--- src/hdl/gtr_pkg.sv ---
// Package: payload, command and class-state types plus the expansion tables of the translator.
package gtr_pkg;

    localparam int CharWidth  = 16;
    localparam int FifoDepth  = 4;
    localparam int FifoPtrW   = $clog2(FifoDepth);
    localparam int FifoCntW   = $clog2(FifoDepth + 1);
    localparam int StepWidth  = 3;

    // ASCII code units used by the translation
    localparam logic [CharWidth-1:0] CH_BANG   = 16'h0021;
    localparam logic [CharWidth-1:0] CH_DOLLAR = 16'h0024;
    localparam logic [CharWidth-1:0] CH_LPAREN = 16'h0028;
    localparam logic [CharWidth-1:0] CH_RPAREN = 16'h0029;
    localparam logic [CharWidth-1:0] CH_STAR   = 16'h002A;
    localparam logic [CharWidth-1:0] CH_PLUS   = 16'h002B;
    localparam logic [CharWidth-1:0] CH_DOT    = 16'h002E;
    localparam logic [CharWidth-1:0] CH_SLASH  = 16'h002F;
    localparam logic [CharWidth-1:0] CH_QMARK  = 16'h003F;
    localparam logic [CharWidth-1:0] CH_LBRACK = 16'h005B;
    localparam logic [CharWidth-1:0] CH_BSLASH = 16'h005C;
    localparam logic [CharWidth-1:0] CH_RBRACK = 16'h005D;
    localparam logic [CharWidth-1:0] CH_CARET  = 16'h005E;
    localparam logic [CharWidth-1:0] CH_LBRACE = 16'h007B;
    localparam logic [CharWidth-1:0] CH_PIPE   = 16'h007C;
    localparam logic [CharWidth-1:0] CH_RBRACE = 16'h007D;

    localparam logic ACT_CHAR = 1'b0;
    localparam logic ACT_END  = 1'b1;

    typedef struct packed {
        logic                 action;
        logic [CharWidth-1:0] pattern_char;
    } in_t;

    typedef struct packed {
        logic [CharWidth-1:0] out_char;
        logic                 char_valid;
        logic                 run_last;
        logic                 pattern_done;
        logic                 aborted;
    } out_t;

    typedef enum logic [1:0] {
        CLS_OUT,
        CLS_OPEN,
        CLS_NEGATED,
        CLS_BODY
    } class_state_t;

    typedef enum logic [2:0] {
        CMD_LITERAL,
        CMD_ESCAPE,
        CMD_STAR,
        CMD_QMARK,
        CMD_STATUS
    } cmd_kind_t;

    typedef struct packed {
        cmd_kind_t            kind;
        logic [CharWidth-1:0] ch;
        logic                 aborted;
    } cmd_t;

    // Index of the last result a command produces
    function automatic logic [StepWidth-1:0] cmd_last(input cmd_kind_t kind);
        logic [StepWidth-1:0] last;
        unique case (kind)
            CMD_ESCAPE: last = StepWidth'(1);
            CMD_STAR:   last = StepWidth'(4);
            CMD_QMARK:  last = StepWidth'(3);
            default:    last = StepWidth'(0);
        endcase
        return last;
    endfunction

    // Code unit of result number step for a character command
    function automatic logic [CharWidth-1:0] cmd_char(input cmd_t cmd,
                                                      input logic [StepWidth-1:0] step);
        logic [CharWidth-1:0] ch;
        ch = cmd.ch;
        unique case (cmd.kind)
            CMD_ESCAPE: ch = (step == StepWidth'(0)) ? CH_BSLASH : cmd.ch;
            CMD_STAR, CMD_QMARK: begin
                unique case (step)
                    StepWidth'(0): ch = CH_LBRACK;
                    StepWidth'(1): ch = CH_CARET;
                    StepWidth'(2): ch = CH_SLASH;
                    StepWidth'(3): ch = CH_RBRACK;
                    default:       ch = CH_STAR;
                endcase
            end
            CMD_STATUS: ch = '0;
            default:    ch = cmd.ch;
        endcase
        return ch;
    endfunction

    // Metacharacters escaped outside a class
    function automatic logic is_meta(input logic [CharWidth-1:0] c);
        return (c == CH_BSLASH) || (c == CH_DOLLAR) || (c == CH_LPAREN) ||
               (c == CH_RPAREN) || (c == CH_PLUS) || (c == CH_DOT) ||
               (c == CH_CARET) || (c == CH_LBRACE) || (c == CH_PIPE) ||
               (c == CH_RBRACE);
    endfunction

endpackage

--- src/hdl/glob_to_regex_translator_unit.sv ---
// Top level of the wildcard-to-regular-expression translator.
// Each pattern transaction yields zero to five result transactions: a plain
// character gives one, an escaped one two, '?' four and '*' five; a slash inside
// a class and anything after it give none, and an end transaction gives one
// status result. Input is taken every cycle while the four-entry command queue
// has room; the output register delivers one result per cycle while m_ready is
// high and a command is queued, so the sustained rate is limited by that single
// output port, and a transaction that yields nothing is still accepted at the
// input like any other.
module glob_to_regex_translator_unit (
    input  logic          aclk,
    input  logic          aresetn,
    input  logic          s_valid,
    output logic          s_ready,
    input  gtr_pkg::in_t  s_payload,
    output logic          m_valid,
    input  logic          m_ready,
    output gtr_pkg::out_t m_payload
);

    logic          q_push, q_full, q_pop, q_empty;
    gtr_pkg::cmd_t push_cmd, head_cmd;

    gtr_front u_front (
        .aclk      (aclk),
        .aresetn   (aresetn),
        .s_valid   (s_valid),
        .s_ready   (s_ready),
        .s_payload (s_payload),
        .q_full    (q_full),
        .q_push    (q_push),
        .q_cmd     (push_cmd)
    );

    gtr_fifo u_fifo (
        .aclk     (aclk),
        .aresetn  (aresetn),
        .push     (q_push),
        .push_cmd (push_cmd),
        .full     (q_full),
        .pop      (q_pop),
        .empty    (q_empty),
        .head_cmd (head_cmd)
    );

    gtr_back u_back (
        .aclk      (aclk),
        .aresetn   (aresetn),
        .q_empty   (q_empty),
        .q_cmd     (head_cmd),
        .q_pop     (q_pop),
        .m_valid   (m_valid),
        .m_ready   (m_ready),
        .m_payload (m_payload)
    );

endmodule

--- src/hdl/gtr_front.sv ---
// Front end: accepts pattern transactions, tracks class state and emits expansion commands.
module gtr_front (
    input  logic              aclk,
    input  logic              aresetn,
    input  logic              s_valid,
    output logic              s_ready,
    input  gtr_pkg::in_t      s_payload,
    input  logic              q_full,
    output logic              q_push,
    output gtr_pkg::cmd_t     q_cmd
);

    gtr_pkg::class_state_t mode_reg, mode_next;
    logic                  abort_reg, abort_next;
    logic                  accept;
    logic                  emit;
    logic [gtr_pkg::CharWidth-1:0] c;

    assign s_ready = !q_full;
    assign accept  = s_valid && !q_full;
    assign c       = s_payload.pattern_char;
    assign q_push  = accept && emit;

    // Next class state and abort flag
    always_comb begin
        mode_next  = mode_reg;
        abort_next = abort_reg;
        if (s_payload.action == gtr_pkg::ACT_END) begin
            mode_next  = gtr_pkg::CLS_OUT;
            abort_next = 1'b0;
        end else if (!abort_reg) begin
            unique case (mode_reg)
                gtr_pkg::CLS_OUT: begin
                    if (c == gtr_pkg::CH_LBRACK) mode_next = gtr_pkg::CLS_OPEN;
                end
                gtr_pkg::CLS_OPEN: begin
                    if (c == gtr_pkg::CH_BANG) begin
                        mode_next = gtr_pkg::CLS_NEGATED;
                    end else if (c == gtr_pkg::CH_SLASH) begin
                        mode_next  = gtr_pkg::CLS_BODY;
                        abort_next = 1'b1;
                    end else begin
                        mode_next = gtr_pkg::CLS_BODY;
                    end
                end
                gtr_pkg::CLS_NEGATED: begin
                    mode_next = gtr_pkg::CLS_BODY;
                    if (c == gtr_pkg::CH_SLASH) abort_next = 1'b1;
                end
                gtr_pkg::CLS_BODY: begin
                    if (c == gtr_pkg::CH_RBRACK) mode_next = gtr_pkg::CLS_OUT;
                    else if (c == gtr_pkg::CH_SLASH) abort_next = 1'b1;
                end
                default: mode_next = gtr_pkg::CLS_OUT;
            endcase
        end
    end

    // Classify the item into a command
    always_comb begin
        q_cmd.kind    = gtr_pkg::CMD_LITERAL;
        q_cmd.ch      = c;
        q_cmd.aborted = 1'b0;
        emit          = 1'b1;
        if (s_payload.action == gtr_pkg::ACT_END) begin
            q_cmd.kind    = gtr_pkg::CMD_STATUS;
            q_cmd.aborted = abort_reg;
        end else if (abort_reg) begin
            emit = 1'b0;
        end else begin
            unique case (mode_reg)
                gtr_pkg::CLS_OUT: begin
                    if (c == gtr_pkg::CH_STAR)       q_cmd.kind = gtr_pkg::CMD_STAR;
                    else if (c == gtr_pkg::CH_QMARK) q_cmd.kind = gtr_pkg::CMD_QMARK;
                    else if (gtr_pkg::is_meta(c))    q_cmd.kind = gtr_pkg::CMD_ESCAPE;
                end
                gtr_pkg::CLS_OPEN: begin
                    if (c == gtr_pkg::CH_BANG)        q_cmd.ch   = gtr_pkg::CH_CARET;
                    else if (c == gtr_pkg::CH_SLASH)  emit       = 1'b0;
                    else if (c == gtr_pkg::CH_BSLASH) q_cmd.kind = gtr_pkg::CMD_ESCAPE;
                end
                gtr_pkg::CLS_NEGATED: begin
                    if (c == gtr_pkg::CH_SLASH)       emit       = 1'b0;
                    else if (c == gtr_pkg::CH_BSLASH) q_cmd.kind = gtr_pkg::CMD_ESCAPE;
                end
                gtr_pkg::CLS_BODY: begin
                    if (c == gtr_pkg::CH_SLASH)       emit       = 1'b0;
                    else if (c == gtr_pkg::CH_BSLASH) q_cmd.kind = gtr_pkg::CMD_ESCAPE;
                end
                default: emit = 1'b0;
            endcase
        end
    end

    // Advance state on each accepted transaction
    always_ff @(posedge aclk) begin
        if (!aresetn) begin
            mode_reg  <= gtr_pkg::CLS_OUT;
            abort_reg <= 1'b0;
        end else if (accept) begin
            mode_reg  <= mode_next;
            abort_reg <= abort_next;
        end
    end

endmodule

--- src/hdl/gtr_fifo.sv ---
// Command queue: short register FIFO between the front and back ends.
module gtr_fifo (
    input  logic          aclk,
    input  logic          aresetn,
    input  logic          push,
    input  gtr_pkg::cmd_t push_cmd,
    output logic          full,
    input  logic          pop,
    output logic          empty,
    output gtr_pkg::cmd_t head_cmd
);

    gtr_pkg::cmd_t                 mem_reg [gtr_pkg::FifoDepth];
    logic [gtr_pkg::FifoPtrW-1:0]  wr_ptr_reg, rd_ptr_reg;
    logic [gtr_pkg::FifoCntW-1:0]  count_reg, count_next;
    logic                          do_push, do_pop;

    assign full     = (count_reg == gtr_pkg::FifoCntW'(gtr_pkg::FifoDepth));
    assign empty    = (count_reg == '0);
    assign do_push  = push && !full;
    assign do_pop   = pop && !empty;
    assign head_cmd = mem_reg[rd_ptr_reg];

    always_comb begin
        count_next = count_reg;
        if (do_push && !do_pop) count_next = count_reg + 1'b1;
        else if (do_pop && !do_push) count_next = count_reg - 1'b1;
    end

    // Store incoming command
    always_ff @(posedge aclk) begin
        if (do_push) mem_reg[wr_ptr_reg] <= push_cmd;
    end

    // Advance pointers and occupancy
    always_ff @(posedge aclk) begin
        if (!aresetn) begin
            wr_ptr_reg <= '0;
            rd_ptr_reg <= '0;
            count_reg  <= '0;
        end else begin
            if (do_push) wr_ptr_reg <= wr_ptr_reg + 1'b1;
            if (do_pop)  rd_ptr_reg <= rd_ptr_reg + 1'b1;
            count_reg <= count_next;
        end
    end

endmodule

--- src/hdl/gtr_back.sv ---
// Back end: expands queued commands into result transactions through an output register.
module gtr_back (
    input  logic          aclk,
    input  logic          aresetn,
    input  logic          q_empty,
    input  gtr_pkg::cmd_t q_cmd,
    output logic          q_pop,
    output logic          m_valid,
    input  logic          m_ready,
    output gtr_pkg::out_t m_payload
);

    logic [gtr_pkg::StepWidth-1:0] step_reg, step_next;
    logic                          m_valid_reg, m_valid_next;
    gtr_pkg::out_t                 out_reg, out_next;
    logic                          emit, last;

    assign last      = (step_reg == gtr_pkg::cmd_last(q_cmd.kind));
    assign emit      = !q_empty && (!m_valid_reg || m_ready);
    assign q_pop     = emit && last;
    assign m_valid   = m_valid_reg;
    assign m_payload = out_reg;

    // Build the next result and step
    always_comb begin
        out_next.out_char     = gtr_pkg::cmd_char(q_cmd, step_reg);
        out_next.char_valid   = (q_cmd.kind != gtr_pkg::CMD_STATUS);
        out_next.run_last     = last;
        out_next.pattern_done = (q_cmd.kind == gtr_pkg::CMD_STATUS);
        out_next.aborted      = (q_cmd.kind == gtr_pkg::CMD_STATUS) && q_cmd.aborted;
        step_next             = last ? '0 : step_reg + 1'b1;
        m_valid_next          = emit || (m_valid_reg && !m_ready);
    end

    // Hold payload until taken
    always_ff @(posedge aclk) begin
        if (emit) out_reg <= out_next;
    end

    always_ff @(posedge aclk) begin
        if (!aresetn) begin
            step_reg    <= '0;
            m_valid_reg <= 1'b0;
        end else begin
            m_valid_reg <= m_valid_next;
            if (emit) step_reg <= step_next;
        end
    end

endmodule
--- config.mk ---
export PLATFORM = sky130hd
export DESIGN_NAME = glob_to_regex_translator_unit
export DESIGN_NICKNAME = d
export VERILOG_FILES = /design/src/hdl/gtr_pkg.sv /design/src/hdl/glob_to_regex_translator_unit.sv /design/src/hdl/gtr_front.sv /design/src/hdl/gtr_fifo.sv /design/src/hdl/gtr_back.sv
export SDC_FILE = /design/constraint.sdc
export NUM_CORES = 1
export LEC_CHECK = 0
export ABC_CLOCK_PERIOD_IN_PS = 4100
export BUFFER_PORTS_ARGS = -buffer_cell sky130_fd_sc_hd__buf_2
export CAP_MARGIN = 15
export CORE_MARGIN = 2
export CORE_UTILIZATION = 37
export DETAILED_ROUTE_END_ITERATION = 10
export SYNTH_ARGS = -nofsm -noshare
export SYNTH_HDL_FRONTEND = slang
export SYNTH_SLANG_ARGS = --single-unit
--- constraint.sdc ---
create_clock -name aclk -period 4.1 [get_ports aclk]
set_input_delay 0.82 -clock aclk [delete_from_list [all_inputs] [get_ports aclk]]
set_output_delay 0.82 -clock aclk [all_outputs]
set_load 0.02 [all_outputs]
==> Word-level counts from Yosys, hierarchy flattened <==
Memory sizes are Yosys's and may differ from the RTL's. A register that Yosys moved wholly into a read port is not among the register bits.
Index checks and enable logic that the tools add are counted.
{ "classes": {"n_addsub": 5, "n_mul": 0, "n_div": 0, "order_cmp": 0, "n_eq_ne": 32, "shift": 0, "mux": 41, "n_bitwise": 0, "n_reduce_logical": 34} }
{ "ops": {"columns": ["operator", "count"], "rows": [
  ["16-bit by 6-bit equality test with 1-bit output, second input constant", 9],
  ["16-bit by 7-bit equality test with 1-bit output, second input constant", 7],
  ["16-bit two-way mux", 4],
  ["16-bit one-hot mux with 3 select lines", 1],
  ["7-bit one-hot mux with 4 select lines", 1],
  ["3-bit two-way mux", 7],
  ["19-bit two-way mux", 1],
  ["3-bit one-hot mux with 3 select lines", 2],
  ["1-bit two-way mux", 16],
  ["3-bit by 2-bit equality test with 1-bit output, second input constant", 4],
  ["2-bit two-way mux", 6],
  ["1-bit logical OR", 11],
  ["1-bit logical AND", 10],
  ["2-bit one-hot mux with 4 select lines", 1],
  ["3-bit by 1-bit adder with 3-bit output, second input constant", 2],
  ["3-bit by 1-bit equality test with 1-bit output, second input constant", 2],
  ["3-bit equality test, second input constant", 2],
  ["1-bit logical NOT", 6],
  ["3-bit logical NOT", 2],
  ["3-bit by 2-bit != test with 1-bit output, second input constant", 2],
  ["2-bit by 1-bit adder with 2-bit output, second input constant", 2],
  ["2-bit equality test, second input constant", 2],
  ["4-bit AND reduction", 1],
  ["2-bit OR reduction", 2],
  ["9 further kinds", 9]
]} }
{ "totals": {"ff_bits": 34, "latch_bits": 0, "mem_bits_rw": 80, "romBits": 0, "inputBits": 21, "out_inout_bits": 22, "word_cells": 125, "n_memories": 1} }
{ "memory_table": {"columns": ["name", "words", "width", "rd", "rd_clocked_by_memory_dff", "wr", "line", "source"], "rows": [
  ["u_fifo.mem_reg", 4, 20, 1, 1, 1, "gtr_fifo.sv:13", "gtr_pkg::cmd_t mem_reg [gtr_pkg::FifoDepth];"]
]} }

==> Depth between registers and ports, before layout <==
{ "logic_depth": {"word_depth": 16, "depth_mapped": 13, "mapped_depth_nobuf": 11} }

==> Modules after synthesis <==
Synthesis repeated with hierarchy kept, for this count alone.
{ "unflattened": {"cells_unflattened": 350, "area_unflattened_um2": 5293.8} }
{ "by_module_without_submodules": {"columns": ["module", "instances", "cells_each", "area_each_um2", "seq_area_each_um2"], "rows": [
  ["gtr_fifo", 1, 152, 3365.7, 2582.5],
  ["gtr_back", 1, 102, 1249.9, 680.7],
  ["gtr_front", 1, 96, 678.2, 60.1]
]} }

==> Worst setup path before layout <==
No wires, ideal clock.
{ "synth_timing": {"kind": "input to register", "start": "in s_payload[4] in the netlist's numbering", "end": "reg u_fifo.count_reg[2] in the netlist's numbering", "setup_ps": 76, "arrival_time_ps": 3149, "required_time_ps": 4024, "slack_ps": 876, "cell_stages": 11, "n_path_buf": 1, "path_cell_list": "buf_2 or4b_1 or3_1 o32ai_1 a221oi_2 ha_1 inv_1 fa_1 xor2_1 or3_1 a21boi_0"} }
{ "synth_via": {"elab_chain_cells": 11, "word_cells_on_any_way": 14, "classes_between": "eq/ne (2); mux (6); reduce/logical (6)"} }
{ "synth_rtl": {"columns": ["item", "line", "source"], "rows": [
  ["from (decl)", "glob_to_regex_translator_unit.sv:15", "input gtr_pkg::in_t s_payload,"],
  ["16-bit by 6-bit equality test with 1-bit output", "gtr_front.sv:79, gtr_front.sv:83, gtr_front.sv:87", null],
  ["1-bit two-way mux", "gtr_front.sv:79, gtr_front.sv:83, gtr_front.sv:87", null],
  ["1-bit two-way mux", "gtr_front.sv:78", "if (c == gtr_pkg::CH_BANG) q_cmd.ch = gtr_pkg::CH_CARET;"],
  ["1-bit one-hot mux with 2 select lines (*)", "gtr_front.sv:71", "unique case (mode_reg)"],
  ["1-bit two-way mux (*)", "gtr_front.sv:68", "end else if (abort_reg) begin"],
  ["1-bit two-way mux (*)", "gtr_front.sv:65", "if (s_payload.action == gtr_pkg::ACT_END) begin"],
  ["1-bit logical AND (*)", "gtr_front.sv:22", "assign q_push = accept && emit;"],
  ["1-bit logical AND (*)", "gtr_fifo.sv:20", "assign do_push = push && !full;"],
  ["via u_fifo.do_push", "gtr_fifo.sv:16", "logic do_push, do_pop;"],
  ["1-bit logical NOT", "gtr_fifo.sv:27", "else if (do_pop && !do_push) count_next = count_reg - 1'b1;"],
  ["1-bit logical AND", "gtr_fifo.sv:27", null],
  ["2-bit nonzero test (no source line)", null, null],
  ["to (signal assigned)", "gtr_fifo.sv:44", "count_reg <= count_next;"],
  ["to (decl)", "gtr_fifo.sv:15", "logic [gtr_pkg::FifoCntW-1:0] count_reg, count_next;"]
]} }
Mark *: on every way through the listed nets, which the timed path passes. The rest lies on a longest branch.
A chain may end at the register's enable or synchronous reset.

==> reports/metrics.cfg <==
[routing]
wirelength_um=9680
drt_iter0_drc=253
wire_per_inst_um=16.5
first_pass_iters=4
drc=0
viasPerCell=5.04
antenna_left=0
vias=2959

[die]
die_area_mm2=0.0149
die_w_um=122
die_h_um=122
core-area_mm2=0.0138
io_pins=43
initial_core_util_pct=37.5
num_rows=43

[cells_and_area]
fin_area_mm2=0.00607
num_antenna_cells=0
multi_input_area_mm2=0.00169
final_nets=430
final_layout_size_suffix_gt1_share_pct=24.1
register_area_mm2=0.00332
area_growth_pct=17.7
fill_cells=1267
largest_register_ff_count=80

[sta]
post-route-min-period_ps=3420
rsz0062_at_grt=false
setup_viol=0
clock_skew_ps=9.58
drv_slew=0
finalHoldViolations=0
max_freq_mhz=292
setup_tns_ps=0
finalCritPeriodShare_pct=83.5
max_slew_margin_pct=25.2
tightestPinTransition_ps=1120

[synth]
ys.flop_type=edfxtp_1
yosysMostFrequentCell=edfxtp_1
synth_area_mm2=0.00516
synth-warning-count=0
synth_fp_nets=383
yosysTopAreaCell=edfxtp_1
syn_area_per_cell_um2=14.9
async_flop_share_pct=0
synth-seq-cells=116
synth_edf_count=100
syn_inst=347
yosysTopAreaCellShare_pct=58.2
synth_area_leaders=edfxtp_1, dfxtp_1, mux4_2, mux4_1, ha_1
synthTopCellsByCount=edfxtp_1, nand2_1, nor2_1, dfxtp_1, inv_1
synthDistinctLibCells=58
synth-seq-area-share_pct=64.4

[global_routing]
grt_overflow=0
grt_max_degree=29
track_usage_pct=14.1
antenna_found_initial=0
grt_pass1_wl_um=15500
grt_pass1_vias=3040

[clocking]
clk_pin_slew_worst_paths_ps=60
cts-root-buf=clkbuf_16
cts_tree=yes
clkLatencyLatePin_ps=410
cts_hold_buffers=0
cts_setup_buffers=0
post_cts_resized=0
cts_buffer_depth=2
cts.sinks=116
h-tree-depth=4
numCtsBuffers=17

[worst_hold_path]
hp-class=reg -> reg

[setup_path]
cp.arrival_ps=3760
startpoint_type=register
critPathMaxFanout=13
crit_path_end_kind=register
cp.required_ps=4430
critPathKind=reg -> reg

[pwr]
powerDensity_mw_per_mm2=666
p_leak_nw=2.19
vdd_drop_max_v=0.000287

[place]
place_congestion=0.793
place.detailed.hpwl_um=6620
io_buffers=42
placed_area_mm2=0.00555

[run_status]
status=finished, final reports clean

[run]
drv_cap=0

==> critical path: stages (launching register included) <==
cell and delay [ps]:
dfxtp_1 350, buf_4 280, mux4_2 570, or2_0 370, a2111oi_4 410, a211o_4 190, nand2_2 90, ha_1 250
inv_1 80, fa_1 190, xor2_1 80, or3_1 320, a21boi_0 160
==> stage by stage <==
step                utilization, %  power (mW)  hold WS [ps]  worst slack (ps)  instances
finish                        44.1        4.05           487               678        587
global route                  44.1        4.26           516               462        587
CTS                           44.1        4.09           491               655        587
detailed placement            40.3        2.79           484               665        555
global placement              40.3        2.76           478               734        555
floorplan                        -        2.48           477               876        347
==> where the power goes <==
group | switching (mW) | internal, mW | total [mW]
registers | 0.0811 | 1.57 | 1.65
logic | 0.656 | 0.436 | 1.09
clock network | 0.481 | 0.822 | 1.30
total | 1.22 | 2.83 | 4.05
==> placed cells by master (no fill, tap or decap), types with 6 or more instances in the layout <==
cell,count
a21oi_1,6
or3_1,7
and3_1,10
nor2_1,19
nor2b_1,8
buf_2,42
nand2_1,24
clkbuf_16,17
mux4_2,13
mux2i_1,6
edfxtp_1,100
ha_1,14
nor3_1,7
and2_1,7
mux4_1,7
dfxtp_1,16
o21ai_0,8
inv_1,16
==> final timing paths <==
| kind | from | end | slack, ps | depth (start not counted) |
|---|---|---|---|---|
| setup / recovery | register | u_fifo.count_reg[2] | 680 | 12 |
| hold / removal | u_back.m_valid | u_back.m_valid | 490 | 2 |
| setup reg to reg | register | u_fifo.count_reg[2] | 680 | 12 |
| hold reg to reg | u_back.m_valid | u_back.m_valid | 490 | 2 |
==> layout make-up <==
cell class	instances	share of cell area, %
inverters	16	0.989
multi-input cells	196	27.8
well taps	180	3.71
clock buffers	21	7.25
repair buffers	47	4.08
flip-flops and latches	116	54.7
clock inverters	11	1.44
==> cells by family (layout without fill, tap and decap cells) <==
| kind of cell | count (synthesis) | in the layout | share of synthesized area [%] |
|---|---|---|---|
| AO/OA/AOI/OAI | 43 | 43 | 6.64 |
| buffers and inverters | 35 | 95 | 2.86 |
| multiplexers | 27 | 27 | 10.6 |
| AND/OR/NAND/NOR | 106 | 106 | 10.8 |
| flip-flops | 116 | 116 | 64.4 |
| XOR/XNOR | 5 | 5 | 0.849 |
| adder cells (fa/ha/maj) | 15 | 15 | 3.78 |
==> routing by layer <==
metal / track usage [%] / part of all wire, %
met1: 17.8 / 46
met2: 22.5 / 49
met3: 4.31 / 3.9
met4: 5.89 / 1.3
met5: 0 / 0
(Power assumes the default switching activity.)
